**config.mk**
```make
export PLATFORM = sky130hd
export DESIGN_NAME = ncb_div
export DESIGN_NICKNAME = d
export VERILOG_FILES = /design/src/design/ncb_pkg.sv /design/src/design/ncb_div.sv
export SDC_FILE = /design/constraint.sdc
export NUM_CORES = 2
export LEC_CHECK = 0
export BUFFER_PORTS_ARGS = -buffer_cell sky130_fd_sc_hd__buf_2
export CAP_MARGIN = 25
export CORE_MARGIN = 2
export CORE_UTILIZATION = 65
export CTS_BUF_LIST = sky130_fd_sc_hd__clkbuf_8
export DETAILED_ROUTE_END_ITERATION = 8
export GPL_ROUTABILITY_DRIVEN = 0
export GPL_TIMING_DRIVEN = 1
export HOLD_SLACK_MARGIN = 0.02
export PLACE_DENSITY_LB_ADDON = 0.25
export SYNTH_ARGS = -nofsm -noshare
export SYNTH_HDL_FRONTEND = slang
export SYNTH_SLANG_ARGS = --single-unit
```
**constraint.sdc**
```tcl
create_clock -name clk -period 3.22 [get_ports clk]
set_clock_uncertainty 0.2 [all_clocks]
set_input_delay 0 -clock clk [delete_from_list [all_inputs] [get_ports clk]]
set_output_delay 0 -clock clk [all_outputs]
set_load 0.01 [all_outputs]
```
**src/design/ncb_pkg.sv**
```systemverilog
`timescale 1ns / 1ps
package ncb_pkg;

  localparam int COORD_BITS = 16;
  // internal coordinate width: holds every sum and difference of the slicing and clip math
  localparam int CW = 20;
  localparam int NUM_W = 33;
  localparam int DEN_W = 15;
  localparam int DIV_LAT = NUM_W;

  localparam logic [3:0] PIECE_CENTER = 4'd8;

  localparam logic [1:0] SLICE_NEAR = 2'd0;
  localparam logic [1:0] SLICE_FAR = 2'd1;
  localparam logic [1:0] SLICE_MID = 2'd2;

  typedef enum logic [2:0] {
    REG_BORDER_LEFT   = 3'd0,
    REG_BORDER_RIGHT  = 3'd1,
    REG_BORDER_TOP    = 3'd2,
    REG_BORDER_BOTTOM = 3'd3,
    REG_BORDER_SCALE  = 3'd4,
    REG_CLIP_ENABLE   = 3'd5,
    REG_CLIP_ORIGIN   = 3'd6,
    REG_CLIP_SIZE     = 3'd7
  } cfg_reg_e;

  typedef struct packed {
    logic signed [15:0] dst_x;
    logic signed [15:0] dst_y;
    logic [14:0] dst_w;
    logic [14:0] dst_h;
    logic [14:0] tex_x;
    logic [14:0] tex_y;
    logic [14:0] tex_w;
    logic [14:0] tex_h;
  } in_item_t;

  typedef struct packed {
    logic [3:0] piece;
    logic last;
    logic signed [15:0] src_x;
    logic signed [15:0] src_y;
    logic signed [15:0] src_w;
    logic signed [15:0] src_h;
    logic signed [15:0] out_x;
    logic signed [15:0] out_y;
    logic signed [15:0] out_w;
    logic signed [15:0] out_h;
  } out_item_t;

  typedef struct packed {
    logic [7:0] bl;
    logic [7:0] br;
    logic [7:0] bt;
    logic [7:0] bb;
    logic [3:0] scale;
    logic clip_en;
    logic signed [15:0] clip_x;
    logic signed [15:0] clip_y;
    logic [15:0] clip_w;
    logic [15:0] clip_h;
  } cfg_t;

  typedef struct packed {
    logic [3:0] piece;
    logic last;
    logic signed [CW-1:0] sx;
    logic signed [CW-1:0] sy;
    logic signed [CW-1:0] sw;
    logic signed [CW-1:0] sh;
    logic signed [CW-1:0] dx;
    logic signed [CW-1:0] dy;
    logic signed [CW-1:0] dw;
    logic signed [CW-1:0] dh;
  } rect_t;

  typedef struct packed {
    logic signed [CW-1:0] dpos;
    logic signed [CW-1:0] dlen;
    logic signed [CW-1:0] sbase;
    logic signed [CW-1:0] slen;
    logic use_div;
    logic nl_neg;
    logic off_neg;
  } axis_t;

  typedef struct packed {
    logic [3:0] piece;
    logic last;
    axis_t ax;
    axis_t ay;
  } side_t;

  function automatic logic [1:0] piece_col(input logic [3:0] p);
    case (p)
      4'd0, 4'd2, 4'd4: piece_col = SLICE_NEAR;
      4'd1, 4'd3, 4'd5: piece_col = SLICE_FAR;
      default: piece_col = SLICE_MID;
    endcase
  endfunction

  function automatic logic [1:0] piece_row(input logic [3:0] p);
    case (p)
      4'd0, 4'd1, 4'd6: piece_row = SLICE_NEAR;
      4'd2, 4'd3, 4'd7: piece_row = SLICE_FAR;
      default: piece_row = SLICE_MID;
    endcase
  endfunction

  // wrap to COORD_BITS two's complement, then take the 16-bit field
  function automatic logic signed [15:0] wrap_coord(input logic signed [39:0] v);
    logic signed [39:0] t;
    t = (v <<< (40 - COORD_BITS)) >>> (40 - COORD_BITS);
    wrap_coord = t[15:0];
  endfunction

endpackage

```
**src/design/ncb_div.sv**
```systemverilog
`timescale 1ns / 1ps
module ncb_div (
  input  logic clk,
  input  logic [ncb_pkg::NUM_W-1:0] num,
  input  logic [ncb_pkg::DEN_W-1:0] den,
  output logic [ncb_pkg::NUM_W-1:0] quo
);
  import ncb_pkg::*;

  logic [NUM_W-1:0] num_s [0:NUM_W];
  logic [NUM_W-1:0] quo_s [0:NUM_W];
  logic [DEN_W-1:0] rem_s [0:NUM_W];
  logic [DEN_W-1:0] den_s [0:NUM_W];

  assign num_s[0] = num;
  assign quo_s[0] = '0;
  assign rem_s[0] = '0;
  assign den_s[0] = den;

  // one quotient bit per stage, restoring
  for (genvar k = 0; k < NUM_W; k++) begin : g_step
    logic [DEN_W:0] trial;
    logic [DEN_W:0] diff;
    logic ge;
    always_comb begin
      trial = {rem_s[k], num_s[k][NUM_W-1]};
      diff = trial - {1'b0, den_s[k]};
      ge = trial >= {1'b0, den_s[k]};
    end
    always_ff @(posedge clk) begin
      rem_s[k+1] <= ge ? diff[DEN_W-1:0] : trial[DEN_W-1:0];
      num_s[k+1] <= {num_s[k][NUM_W-2:0], 1'b0};
      quo_s[k+1] <= {quo_s[k][NUM_W-2:0], ge};
      den_s[k+1] <= den_s[k];
    end
  end

  assign quo = quo_s[NUM_W];

endmodule

```
==> impl_metrics.tcl <==
set metrics [dict create \
    outcome "completed" \
    p_leak_nw 36.8 \
    avgSynthCellArea_um2 10.9 \
    viasPerCell 5.37 \
    port_buffers 81 \
    worst_setup_path_end_kind "flop" \
    critPathTopFamily "compound AO/OA/AOI/OAI gates" \
    place_area_mm2 0.0727 \
    nets 7522 \
    cp_slowest_cell "fa_1" \
    htreeDepth 5 \
    p_sw_mw 24.8 \
    clockPowerShare 0.274 \
    start_util 0.653 \
    grt_max_degree 31 \
    synthCells 6507 \
    dp_cells 7915 \
    fmax_ghz 0.332 \
    max_stage_delay_ns 0.44 \
    cp.required_ns 3.84 \
    hold_class "reg2reg" \
    synth-edff-count 0 \
    via_count 46200 \
    p_comb_frac 0.313 \
    fp.dieH_um 334 \
    arrival_ns 3.63 \
    clk_pin_slew_worst_paths_ns 0.07 \
    maxSlewViolCount 0 \
    ant_nets 0 \
    finalSetupViolCount 0 \
    layoutNonFillerInstCount 8607 \
    max_cap_viol_count 0 \
    grt_pass1_wl_mm 222 \
    num_io_pins 82 \
    async_reset_ff_frac 0 \
    drc 0 \
    area_growth_pct 13.7 \
    fillCellCount 7313 \
    critical_path_class "reg2reg" \
    seq_area_mm2 0.0410 \
    path_buf_inv 2 \
    fin_area_mm2 0.0806 \
    drt_iter0_drc 2659 \
    cts_tree "built" \
    crit_fanout 16 \
    layout-drive-gt1-share 0.117 \
    period_share 0.936 \
    slew_headroom 0.454 \
    cts_sinks 2049 \
    gr-total-overflow 0 \
    netlist_area_mm2 0.0708 \
    drt_first_pass_iters 7 \
    ctsRootBufferMaster "clkbuf_8" \
    die-width_um 334 \
    peakVddDrop_mv 0.750 \
    first_global_vias 46700 \
    crit_path_cell_trace "inv_1 -> ha_1 -> fa_1 -> nor2b_1 -> o31a_1 -> o21ai_1 -> a32oi_2 -> a31oi_1 -> o21ai_2 -> buf_12 -> mux2_2" \
    p_per_area_mw_per_mm2 971 \
    crit_path_start_kind "flop" \
    clock_path_buffers 4 \
    worst_pin_slew_ns 0.808 \
    hold_viol 0 \
    internal_power_mw 53.4 \
    fin_setup_tns_ns 0 \
    avgRoutedWirePerCell_um 15.6 \
    antenna_found_initial 3 \
    core_region_area_mm2 0.108 \
    synth_flop_cell "dfxtp_1" \
    dp.final_hpwl_mm 91.1 \
    rsz0062_at_grt "no" \
    clk_latency_ns 0.98 \
    synth_warnings 0 \
    die_area_mm2 0.112 \
    fin_crit_ns 3.02 \
    synth.ff_latch_count 2049 \
    num_rows 121 \
    drt-total-wl_mm 134 \
    synth.distinct_cells 85 \
    p_sw_frac 0.317 \
    cts_inserted_buffers 320 \
    synth-seq-area-share 0.579 \
    seqPwrFrac 0.413 \
    synthesis.nets 7069 \
    multiInputGateArea_mm2 0.0268 \
    track_usage 0.240 \
]
[layout by cell type (no fill, tap or decap), types with 81 or more instances in the layout]
cell type / count
dlygate4sd3_1: 134
mux2_2: 160
inv_1: 691
a21o_1: 91
o21ai_0: 433
a31oi_1: 82
nor2_1: 324
a21oi_1: 317
nor3_1: 101
o21a_1: 96
xor2_1: 126
dfxtp_1: 2049
buf_2: 81
xnor2_1: 180
clkbuf_8: 391
ha_1: 482
nand2_1: 395
nor2b_1: 113
[cells by family after synthesis]
kind of cell / synth area share
compound gates: 0.121
xor+xnor: 0.0378
fa+ha+maj: 0.0939
buf+inv: 0.0431
flops: 0.579
mux: 0.0351
simple gates: 0.0898
[sequential cells by signal (all words and copies together), names as in the netlist]
register      count
quo              33
g_step.trial    512
den_s           480
quo_s           528
num_s           496
[final timing paths]
kind | start | end | slack [ns] | cells after the start
min | quo_s[543]$_DFF_P_ | quo_s[511]$_DFF_P_ | 0.06 | 0
min reg2reg | quo_s[543]$_DFF_P_ | quo_s[511]$_DFF_P_ | 0.06 | 0
max | g_step[4].trial[0]$_DFF_P_ | g_step[5].trial[15]$_DFF_P_ | 0.20 | 11
max reg2reg | g_step[4].trial[0]$_DFF_P_ | g_step[5].trial[15]$_DFF_P_ | 0.20 | 11
[metal layers]
layer	routed length, µm	vias up	share of wire	GRT usage
met1	57500	21600	0.43	0.290
met4	4310	0	0.032	0.0987
met5	0	-	0	0
li1	-	23200	-	-
met2	66400	1104	0.50	0.423
met3	5820	342	0.043	0.0404
[cells in the mapped netlist (all sizes together), types with 50 or more instances]
cell type,number,area (µm²)
dfxtp,2049,41000
inv,599,2250
ha,482,6030
o21ai,450,2260
nand2,395,1480
nor2,324,1220
a21oi,317,1590
mux2,182,2130
xnor2,180,1580
xor2,126,1100
nor2b,113,707
nor3,102,510
o21a,96,721
buf,93,613
a21o,91,683
a31oi,83,519
nand2b,77,482
nand4,76,475
nand3,67,335
clkbuf,50,188
o31ai,50,404
[worst reg2reg max path, stage by stage, from the launching register on]
cell	delay (ns)
dfxtp_1	0.31
inv_1	0.06
ha_1	0.23
fa_1	0.44
nor2b_1	0.17
o31a_1	0.19
o21ai_1	0.14
a32oi_2	0.29
a31oi_1	0.10
o21ai_2	0.21
buf_12	0.18
mux2_2	0.34
[power groups by stage]
stage / combinational, mW / sequential [mW] / clock [mW]
after global routing: 27.3 / 32.7 / 23.2
final: 24.5 / 32.3 / 21.5
after floorplan: 19.4 / 31.8 / 0
after detailed placement: 23.8 / 32.8 / 0
after global placement: 23.0 / 32.7 / 0
after CTS: 24.2 / 32.3 / 21.9
[area by class of cell]
class | instances | area share
clock inverter | 159 | 0.0133
antenna | 5 | 0.000155
timing repair buffer | 274 | 0.0277
multi-input combinational | 3716 | 0.333
tap | 1414 | 0.0220
sequential | 2049 | 0.509
inverter | 599 | 0.0279
clock buffer | 391 | 0.0668
[timing repair]
item / in CTS / in global routing
setup endpoints to repair: 0 / 51
resized for setup: 0 / 7
setup buffers: 0 / 2
endpoints found under the hold margin: 63 / 0
hold buffers: 134 / 0
[stage by stage]
stage | hold slack [ns] | setup slack, ns | total power [mW] | utilization
3_3_place_gp | -0.0972 | 0.00991 | 55.7 | 0.671
5_1_grt | 0.0381 | 0.0160 | 83.2 | 0.743
2_1_floorplan | -0.172 | 0.450 | 51.2 | -
4_1_cts | 0.0251 | 0.0197 | 78.4 | 0.743
6_report | 0.0608 | 0.205 | 78.2 | 0.743
3_5_place_dp | -0.0964 | 0.0636 | 56.5 | 0.671
Power figures use the tool's default switching activity.
