<file path="config.mk">
export PLATFORM = sky130hd
export DESIGN_NAME = ncb_seq
export DESIGN_NICKNAME = d
export VERILOG_FILES = /design/src/design/ncb_pkg.sv /design/src/design/ncb_seq.sv
export SDC_FILE = /design/constraint.sdc
export NUM_CORES = 1
export LEC_CHECK = 0
export BUFFER_PORTS_ARGS = -buffer_cell sky130_fd_sc_hd__clkbuf_2
export CAP_MARGIN = 0
export CORE_ASPECT_RATIO = 1.2
export CORE_MARGIN = 2
export CORE_UTILIZATION = 30
export DETAILED_ROUTE_END_ITERATION = 16
export GPL_TIMING_DRIVEN = 1
export SYNTH_ARGS = -nofsm -noshare
export SYNTH_HDL_FRONTEND = slang
export SYNTH_SLANG_ARGS = --single-unit
</file>
<file path="constraint.sdc">
create_clock -name clk -period 19 [get_ports clk]
set_input_delay 0.95 -clock clk [delete_from_list [all_inputs] [get_ports clk]]
set_output_delay 0.95 -clock clk [all_outputs]
set_load 0.01 [all_outputs]
</file>
<file path="src/design/ncb_pkg.sv">
`timescale 1ns / 1ps
package ncb_pkg;

  localparam int COORD_BITS = 16;
  // internal coordinate width: holds every sum and difference of the slicing and clip math
  localparam int CW = 20;
  localparam int NUM_W = 33;
  localparam int DEN_W = 15;
  localparam int DIV_LAT = NUM_W;

  localparam logic [3:0] PIECE_CENTER = 4'd8;

  localparam logic [1:0] SLICE_NEAR = 2'd0;
  localparam logic [1:0] SLICE_FAR = 2'd1;
  localparam logic [1:0] SLICE_MID = 2'd2;

  typedef enum logic [2:0] {
    REG_BORDER_LEFT   = 3'd0,
    REG_BORDER_RIGHT  = 3'd1,
    REG_BORDER_TOP    = 3'd2,
    REG_BORDER_BOTTOM = 3'd3,
    REG_BORDER_SCALE  = 3'd4,
    REG_CLIP_ENABLE   = 3'd5,
    REG_CLIP_ORIGIN   = 3'd6,
    REG_CLIP_SIZE     = 3'd7
  } cfg_reg_e;

  typedef struct packed {
    logic signed [15:0] dst_x;
    logic signed [15:0] dst_y;
    logic [14:0] dst_w;
    logic [14:0] dst_h;
    logic [14:0] tex_x;
    logic [14:0] tex_y;
    logic [14:0] tex_w;
    logic [14:0] tex_h;
  } in_item_t;

  typedef struct packed {
    logic [3:0] piece;
    logic last;
    logic signed [15:0] src_x;
    logic signed [15:0] src_y;
    logic signed [15:0] src_w;
    logic signed [15:0] src_h;
    logic signed [15:0] out_x;
    logic signed [15:0] out_y;
    logic signed [15:0] out_w;
    logic signed [15:0] out_h;
  } out_item_t;

  typedef struct packed {
    logic [7:0] bl;
    logic [7:0] br;
    logic [7:0] bt;
    logic [7:0] bb;
    logic [3:0] scale;
    logic clip_en;
    logic signed [15:0] clip_x;
    logic signed [15:0] clip_y;
    logic [15:0] clip_w;
    logic [15:0] clip_h;
  } cfg_t;

  typedef struct packed {
    logic [3:0] piece;
    logic last;
    logic signed [CW-1:0] sx;
    logic signed [CW-1:0] sy;
    logic signed [CW-1:0] sw;
    logic signed [CW-1:0] sh;
    logic signed [CW-1:0] dx;
    logic signed [CW-1:0] dy;
    logic signed [CW-1:0] dw;
    logic signed [CW-1:0] dh;
  } rect_t;

  typedef struct packed {
    logic signed [CW-1:0] dpos;
    logic signed [CW-1:0] dlen;
    logic signed [CW-1:0] sbase;
    logic signed [CW-1:0] slen;
    logic use_div;
    logic nl_neg;
    logic off_neg;
  } axis_t;

  typedef struct packed {
    logic [3:0] piece;
    logic last;
    axis_t ax;
    axis_t ay;
  } side_t;

  function automatic logic [1:0] piece_col(input logic [3:0] p);
    case (p)
      4'd0, 4'd2, 4'd4: piece_col = SLICE_NEAR;
      4'd1, 4'd3, 4'd5: piece_col = SLICE_FAR;
      default: piece_col = SLICE_MID;
    endcase
  endfunction

  function automatic logic [1:0] piece_row(input logic [3:0] p);
    case (p)
      4'd0, 4'd1, 4'd6: piece_row = SLICE_NEAR;
      4'd2, 4'd3, 4'd7: piece_row = SLICE_FAR;
      default: piece_row = SLICE_MID;
    endcase
  endfunction

  // wrap to COORD_BITS two's complement, then take the 16-bit field
  function automatic logic signed [15:0] wrap_coord(input logic signed [39:0] v);
    logic signed [39:0] t;
    t = (v <<< (40 - COORD_BITS)) >>> (40 - COORD_BITS);
    wrap_coord = t[15:0];
  endfunction

endpackage

</file>
<file path="src/design/ncb_seq.sv">
`timescale 1ns / 1ps
module ncb_seq (
  input  logic clk,
  input  logic rst,
  input  logic start,
  output logic busy,
  input  ncb_pkg::in_item_t item,
  input  ncb_pkg::cfg_t cfg,
  output logic rect_valid,
  output ncb_pkg::rect_t rect
);
  import ncb_pkg::*;

  logic active;
  logic [3:0] p;
  in_item_t hold;
  logic accept;
  logic single;

  logic [1:0] col;
  logic [1:0] row;
  logic signed [CW-1:0] x, y, w, h, tx, ty, tw, th;
  logic signed [CW-1:0] bl, br, bt, bb, bls, brs, bts, bbs;
  rect_t rect_next;

  assign single = (cfg.bl == '0) && (cfg.br == '0) && (cfg.bt == '0) && (cfg.bb == '0);
  assign busy = active && (p != PIECE_CENTER);
  assign accept = start && !busy;

  always_ff @(posedge clk) begin
    if (rst) begin
      active <= 1'b0;
      p <= '0;
    end else if (accept) begin
      active <= 1'b1;
      p <= single ? PIECE_CENTER : 4'd0;
    end else if (active) begin
      if (p == PIECE_CENTER) begin
        active <= 1'b0;
      end else begin
        p <= p + 4'd1;
      end
    end
  end

  always_ff @(posedge clk) begin
    if (accept) begin
      hold <= item;
    end
  end

  always_comb begin
    x = CW'(hold.dst_x);
    y = CW'(hold.dst_y);
    w = CW'(hold.dst_w);
    h = CW'(hold.dst_h);
    tx = CW'(hold.tex_x);
    ty = CW'(hold.tex_y);
    tw = CW'(hold.tex_w);
    th = CW'(hold.tex_h);
    bl = CW'(cfg.bl);
    br = CW'(cfg.br);
    bt = CW'(cfg.bt);
    bb = CW'(cfg.bb);
    bls = CW'(cfg.bl * cfg.scale);
    brs = CW'(cfg.br * cfg.scale);
    bts = CW'(cfg.bt * cfg.scale);
    bbs = CW'(cfg.bb * cfg.scale);
    col = piece_col(p);
    row = piece_row(p);
    rect_next.piece = p;
    rect_next.last = (p == PIECE_CENTER);
    case (col)
      SLICE_NEAR: begin
        rect_next.sx = tx;
        rect_next.sw = bl;
        rect_next.dx = x;
        rect_next.dw = bls;
      end
      SLICE_FAR: begin
        rect_next.sx = tx + tw - br;
        rect_next.sw = br;
        rect_next.dx = x + w - brs;
        rect_next.dw = brs;
      end
      default: begin
        rect_next.sx = tx + bl;
        rect_next.sw = tw - bl - br;
        rect_next.dx = x + bls;
        rect_next.dw = w - bls - brs;
      end
    endcase
    case (row)
      SLICE_NEAR: begin
        rect_next.sy = ty;
        rect_next.sh = bt;
        rect_next.dy = y;
        rect_next.dh = bts;
      end
      SLICE_FAR: begin
        rect_next.sy = ty + th - bb;
        rect_next.sh = bb;
        rect_next.dy = y + h - bbs;
        rect_next.dh = bbs;
      end
      default: begin
        rect_next.sy = ty + bt;
        rect_next.sh = th - bt - bb;
        rect_next.dy = y + bts;
        rect_next.dh = h - bts - bbs;
      end
    endcase
  end

  always_ff @(posedge clk) begin
    if (rst) begin
      rect_valid <= 1'b0;
    end else begin
      rect_valid <= active;
    end
    rect <= rect_next;
  end

  a_busy_active: assert property (@(posedge clk) disable iff (rst) busy |-> active)
    else $error("busy without an item in progress");
  a_accept_start: assert property (@(posedge clk) disable iff (rst)
    accept |=> active && (p == 4'd0 || p == PIECE_CENTER))
    else $error("new item does not start at first or center piece");
  a_advance: assert property (@(posedge clk) disable iff (rst)
    active && (p != PIECE_CENTER) |=> active && (p == $past(p) + 4'd1))
    else $error("piece counter skipped");
  a_issue: assert property (@(posedge clk) disable iff (rst) active |=> rect_valid)
    else $error("piece issued without valid");

endmodule

</file>
==> results of run 1 <==
## cell usage after synthesis, drive strengths merged, types with 43 or more instances
master and n:
nor2b 43, edfxtp 122, nor3 63, ha 269
xnor2 140, o21ai 118, xor2 55, and2 96
dfxtp 149, fa 100, nor2 166, inv 351
a21oi 181, nand2 162, clkbuf 59
## power breakdown
part / internal, W / leakage (nW) / switching, W
Combinational: 0.000665 / 9.27 / 0.000912
Sequential: 0.000692 / 2.40 / 0.0000370
Clock: 0.000420 / 0.578 / 0.000281
## cells by family after synthesis
| kind of cell | Yosys count | synth area share |
|---|---|---|
| AND/OR/NAND/NOR | 667 | 0.145 |
| AO/OA/AOI/OAI | 588 | 0.167 |
| buffers and inverters | 435 | 0.0757 |
| adder cells (fa/ha/maj) | 376 | 0.240 |
| flip-flops | 271 | 0.293 |
| XOR/XNOR | 195 | 0.0754 |
| multiplexers | 9 | 0.00403 |
## final cells by class
class,count,area share
antenna,6,0.000567
clock buffer,41,0.0347
tap,1008,0.0476
inverter,351,0.0499
timing repair buffer,337,0.0646
clock inverter,22,0.0109
sequential,271,0.251
multi-input combinational,1835,0.541
## through the flow
stage,utilization,area (um2)
finish,0.354,26500
global route,0.354,26500
CTS,0.354,26500
detailed placement,0.338,25300
global placement,0.338,25300
floorplan,-,22700
## worst max-delay path by stage
stage	end	slack [ns]	depth (start not counted)
floorplan	rect[34]	12.38	25
global placement	rect[35]	11.40	24
detailed placement	rect[56]	11.33	23
CTS	rect[56]	11.94	23
global route	rect[33]	11.40	25
finish	rect[56]	11.81	23
## flip-flops by register name, summed over array words and instances (netlist names)
name and flops:
active 1, h 15, hold 107, p 4, rect 143, rect_valid 1
## worst max-delay path, delay by kind of cell
kind / cells / cell delay [ns]
AO/OA/AOI/OAI: 11 / 3.12
adder cells (fa/ha/maj): 5 / 2.25
buffers and inverters: 3 / 0.64
AND/OR/NAND/NOR: 3 / 0.41
XOR/XNOR: 1 / 0.32
## metal layers
layer | routed length, um | up-vias | GRT usage
li1 | - | 9309 | -
met1 | 27100 | 8840 | 0.194
met2 | 34300 | 426 | 0.318
met3 | 3660 | 103 | 0.0355
met4 | 1930 | 0 | 0.0554
met5 | 0 | - | 0
==> out/summary.txt, run 1 <==
number of max-cap violations: 0
post-route ant nets: 0
fraction of layout cells with a size suffix above 1: 0.149
Post-synth ARST share: 0
setup TNS: 0 ns
Worst Reg-to-Reg Cells: 12
Core Box Area: 0.0749 mm2
synthesized area per cell: 8.92 um2
WP data required: 19.50 ns
critical path, cell by cell: clkbuf_2, nand2_1, fa_1, inv_1, fa_1, ha_1, a21o_1, a21oi_1, o21bai_1, a21oi_1, o21bai_1, a21oi_1, xor2_1, fa_1, ha_1, and3_1, a21oi_1, inv_1, a41o_1, o41ai_1, o21ai_0, a2111o_1, nand2_1
Sink Count: 271
CTS tree: yes
WHS Endpoint: rect[162]
share of the synthesized area in the top cell type: 0.162
clk_skew: 0.0291 ns
Hold WS: 0.428 ns
Tightest Hold Check Type: flip-flop to flip-flop
grt total ovfl: 0
worst setup path class: input pin to flip-flop
first-pass GRT wire length: 103000 um
std cell rows: 110
hold path cells: 0
actual slew at the worst max-slew pin: 1.00 ns
total track usage: 0.172
initial antenna violation count: 4
most common cell after layout, fill and taps aside: inv_1
final setup vio count: 0
R2R Path Start: hold[91]
register area share after synthesis: 0.293
CTS H-tree lvls: 2
number of global-route vias before repair: 18900
Worst path max stage delay: 0.79 ns
TritonCTS Buffers: 35
synthesis-to-layout area growth: 16.9%
area occupied by multi-input gates: 0.0143 mm2
area leader, netlist: edfxtp_1
Synth cell types: 76
Detailed Place HPWL: 52800 um
DRC viols: 0
Place WS: 11.33 ns
largest net degree at the start of global routing: 66
I/O pin cnt: 393
status: finished clean
Yosys reg bits: 271
Starting Density: 0.303
WP data arrival: 7.69 ns
reg2reg end: rect[56]
RSZ-0062 raised after global routing: no
most frequent cells in the layout: 350 x inv_1, 327 x clkbuf_2, 269 x ha_1
non-filler instance count after layout: 3871
Root Buffer: clkbuf_16
largest fanout on the critical path: 32
Post-Synthesis Cell Area: 0.0227 mm2
wire length per cell: 17.3 um
FF+latch area: 0.00665 mm2
Tmin final: 7.20 ns
FILL cells: 7836
Max Freq: 0.139 GHz
PnR worst setup slack: 11.81 ns
CP most frequent cell: a21oi_1
Slew HR: 0.333
Hold Fails Final Rpt: 0
slowest CP cell: o41ai_1
Die Area: 0.0778 mm2
placed cells: 3802
Setup Fix Bufs, Post-CTS: 0
overall routed net length: 67000 um
Reg clk slew, reported paths: 0.07 ns
Placer Congestion: 0.916
reg2reg setup slack: 14.57 ns
Peak VDD IR: 84.2 uV
EDFF count, synth: 122
Synth area leaders: edfxtp_1 16%, ha_1 15%, dfxtp_1 13%
hold buffer count at CTS: 0
Worst Setup SP: cfg[68]
Cell Pwr Density: 113 mW/mm2
Initial DRC Count: 696
die span in x: 255 um
Worst Setup End Kind: flip-flop
Die Ht: 305 um
crit share post-route: 0.379
Post-Synthesis Net Count: 3136
min-delay src: p[1]
Pwr Total: 0.00301 W
number of vias per cell: 4.83
Worst setup SP type: input pin
latest clock arrival within the worst-skew pair: 0.56 ns
layout net count: 3426
Final Max Tran Viols: 0
port bufs: 327
Synth Flop Type: dfxtp_1
Leakage: 12.3 nW
Post-CTS Resized: 0
Synth Instances: 2541
yosys synthesis warning count: 0
Max Root-Sink Buffers: 3
TritonRoute pass-1 iters: 5
via count: 18700
Power figures use the tool's default switching activity.
==> inputs of run 2 (changes only) <==
Clock period 19 ns to 6.4 ns, I/O delays scaled along.
==> out/summary.txt, run 2 (synthesis gave the netlist of run 1 again) <==
overall routed net length: 68900 um
Worst Setup End Kind: flip-flop
number of max-cap violations: 0
synthesis-to-layout area growth: 23.3%
first-pass GRT wire length: 106000 um
Detailed Place HPWL: 54800 um
Core Box Area: 0.0749 mm2
Tmin final: 5.68 ns
WP data required: 6.95 ns
Post-CTS Resized: 0
Hold Fails Final Rpt: 0
Cell Pwr Density: 317 mW/mm2
Die Area: 0.0778 mm2
Initial DRC Count: 805
via count: 19200
Worst path max stage delay: 0.49 ns
Max Freq: 0.176 GHz
Largest Register: rect
Slew HR: 0.417
RSZ-0062 raised after global routing: no
Sink Count: 271
I/O pin cnt: 393
setup TNS: 0 ns
status: finished clean
CP most frequent cell: a21oi_1
TritonCTS Buffers: 31
actual slew at the worst max-slew pin: 0.874 ns
Post-Route Utilization: 0.373
die span in x: 255 um
slowest CP cell: fa_1
Peak VDD IR: 289 uV
Worst setup SP type: input pin
R2R Path Start: hold[76]
number of vias per cell: 4.76
Reg clk slew, reported paths: 0.06 ns
clk_skew: 0.0227 ns
Tightest Hold Check Type: input pin to flip-flop
grt total ovfl: 0
DRC viols: 0
largest fanout on the critical path: 6
Hold WS: 0.0978 ns
final setup vio count: 0
reg2reg setup slack: 2.04 ns
most common cell after layout, fill and taps aside: inv_1
Buf/Inv on CP: 3
Worst Setup SP: cfg[68]
fraction of layout cells with a size suffix above 1: 0.155
WP data arrival: 6.23 ns
Starting Density: 0.303
FILL cells: 7694
Max Root-Sink Buffers: 3
post-route ant nets: 0
layout net count: 3596
CTS tree: yes
largest net degree at the start of global routing: 81
Root Buffer: clkbuf_16
crit share post-route: 0.888
TritonRoute pass-1 iters: 7
initial antenna violation count: 6
wire length per cell: 17.1 um
most frequent cells in the layout: 350 x inv_1, 327 x clkbuf_2, 269 x ha_1
Pwr Total: 0.00886 W
crit-path leading delay family: adder cells
min-delay src: cfg[94]
Die Ht: 305 um
CTS H-tree lvls: 1
Leakage: 12.9 nW
std cell rows: 110
number of flip-flops in the largest register: 143
latest clock arrival within the worst-skew pair: 0.63 ns
port bufs: 327
worst setup path class: input pin to flip-flop
number of global-route vias before repair: 19500
total track usage: 0.175
Final Max Tran Viols: 0
Placer Congestion: 0.910
## run 2: cell count changes in the layout (fill, tap and decap cells not counted), sizes merged
cell | previous run | this run
buf | 10 | 59
clkinv | 10 | 4
clkbuf | 368 | 369
diode | 6 | 3
bufinv | 5 | 2
dlygate4sd3 | 0 | 125
clkinvlp | 3 | 2
inv | 355 | 357
## run 2: what timing repair did
action / in CTS / in global routing
hold buffers: 125 / 0
hold endpoints to repair: 128 / 0
buffers inserted: 0 / 0
## run 2: path summary, 6_finish.rpt
kind                    end  cells after the start
setup / recovery   rect[34]                     25
hold / removal    rect[101]                      3
setup reg to reg   rect[34]                     14
hold reg to reg   rect[162]                      0
## run 2: report_power, final
group,internal (W),switching (W)
logic,0.00212,0.00275
clock network,0.00106,0.000768
registers,0.00205,0.000110
## run 2: layer usage
layer / vias up / GRT usage / routed length [um]
met4: 0 / 0.0611 / 2440
met5: - / 0 / 0
li1: 9642 / - / -
met1: 9018 / 0.196 / 27400
met2: 459 / 0.331 / 35400
met3: 106 / 0.0274 / 3710
## run 2: tightest hold or removal path, cell delays in order
cell      delay (ns)
clkbuf_2        0.17
nand2_1         0.09
a31oi_1         0.08
## run 2: area by class of cell
cell class / count / area, um2 / share of cell area
clock inverter: 14 / 153 / 0.00546
timing repair buffer: 511 / 3340 / 0.120
multi-input combinational: 1835 / 14300 / 0.513
tap: 1008 / 1260 / 0.0451
clock buffer: 42 / 888 / 0.0318
sequential: 271 / 6650 / 0.238
antenna: 3 / 7.51 / 0.000269
inverter: 351 / 1320 / 0.0473
## run 2: stage by stage
stage,cell area (um2),cells,setup WS (ns)
2_1_floorplan,22700,2541,0.407
3_5_place_dp,25700,3851,0.130
4_1_cts,27900,4032,0.802
3_3_place_gp,25700,3851,0.189
5_1_grt,27900,4033,0.332
6_report,28000,4035,0.717
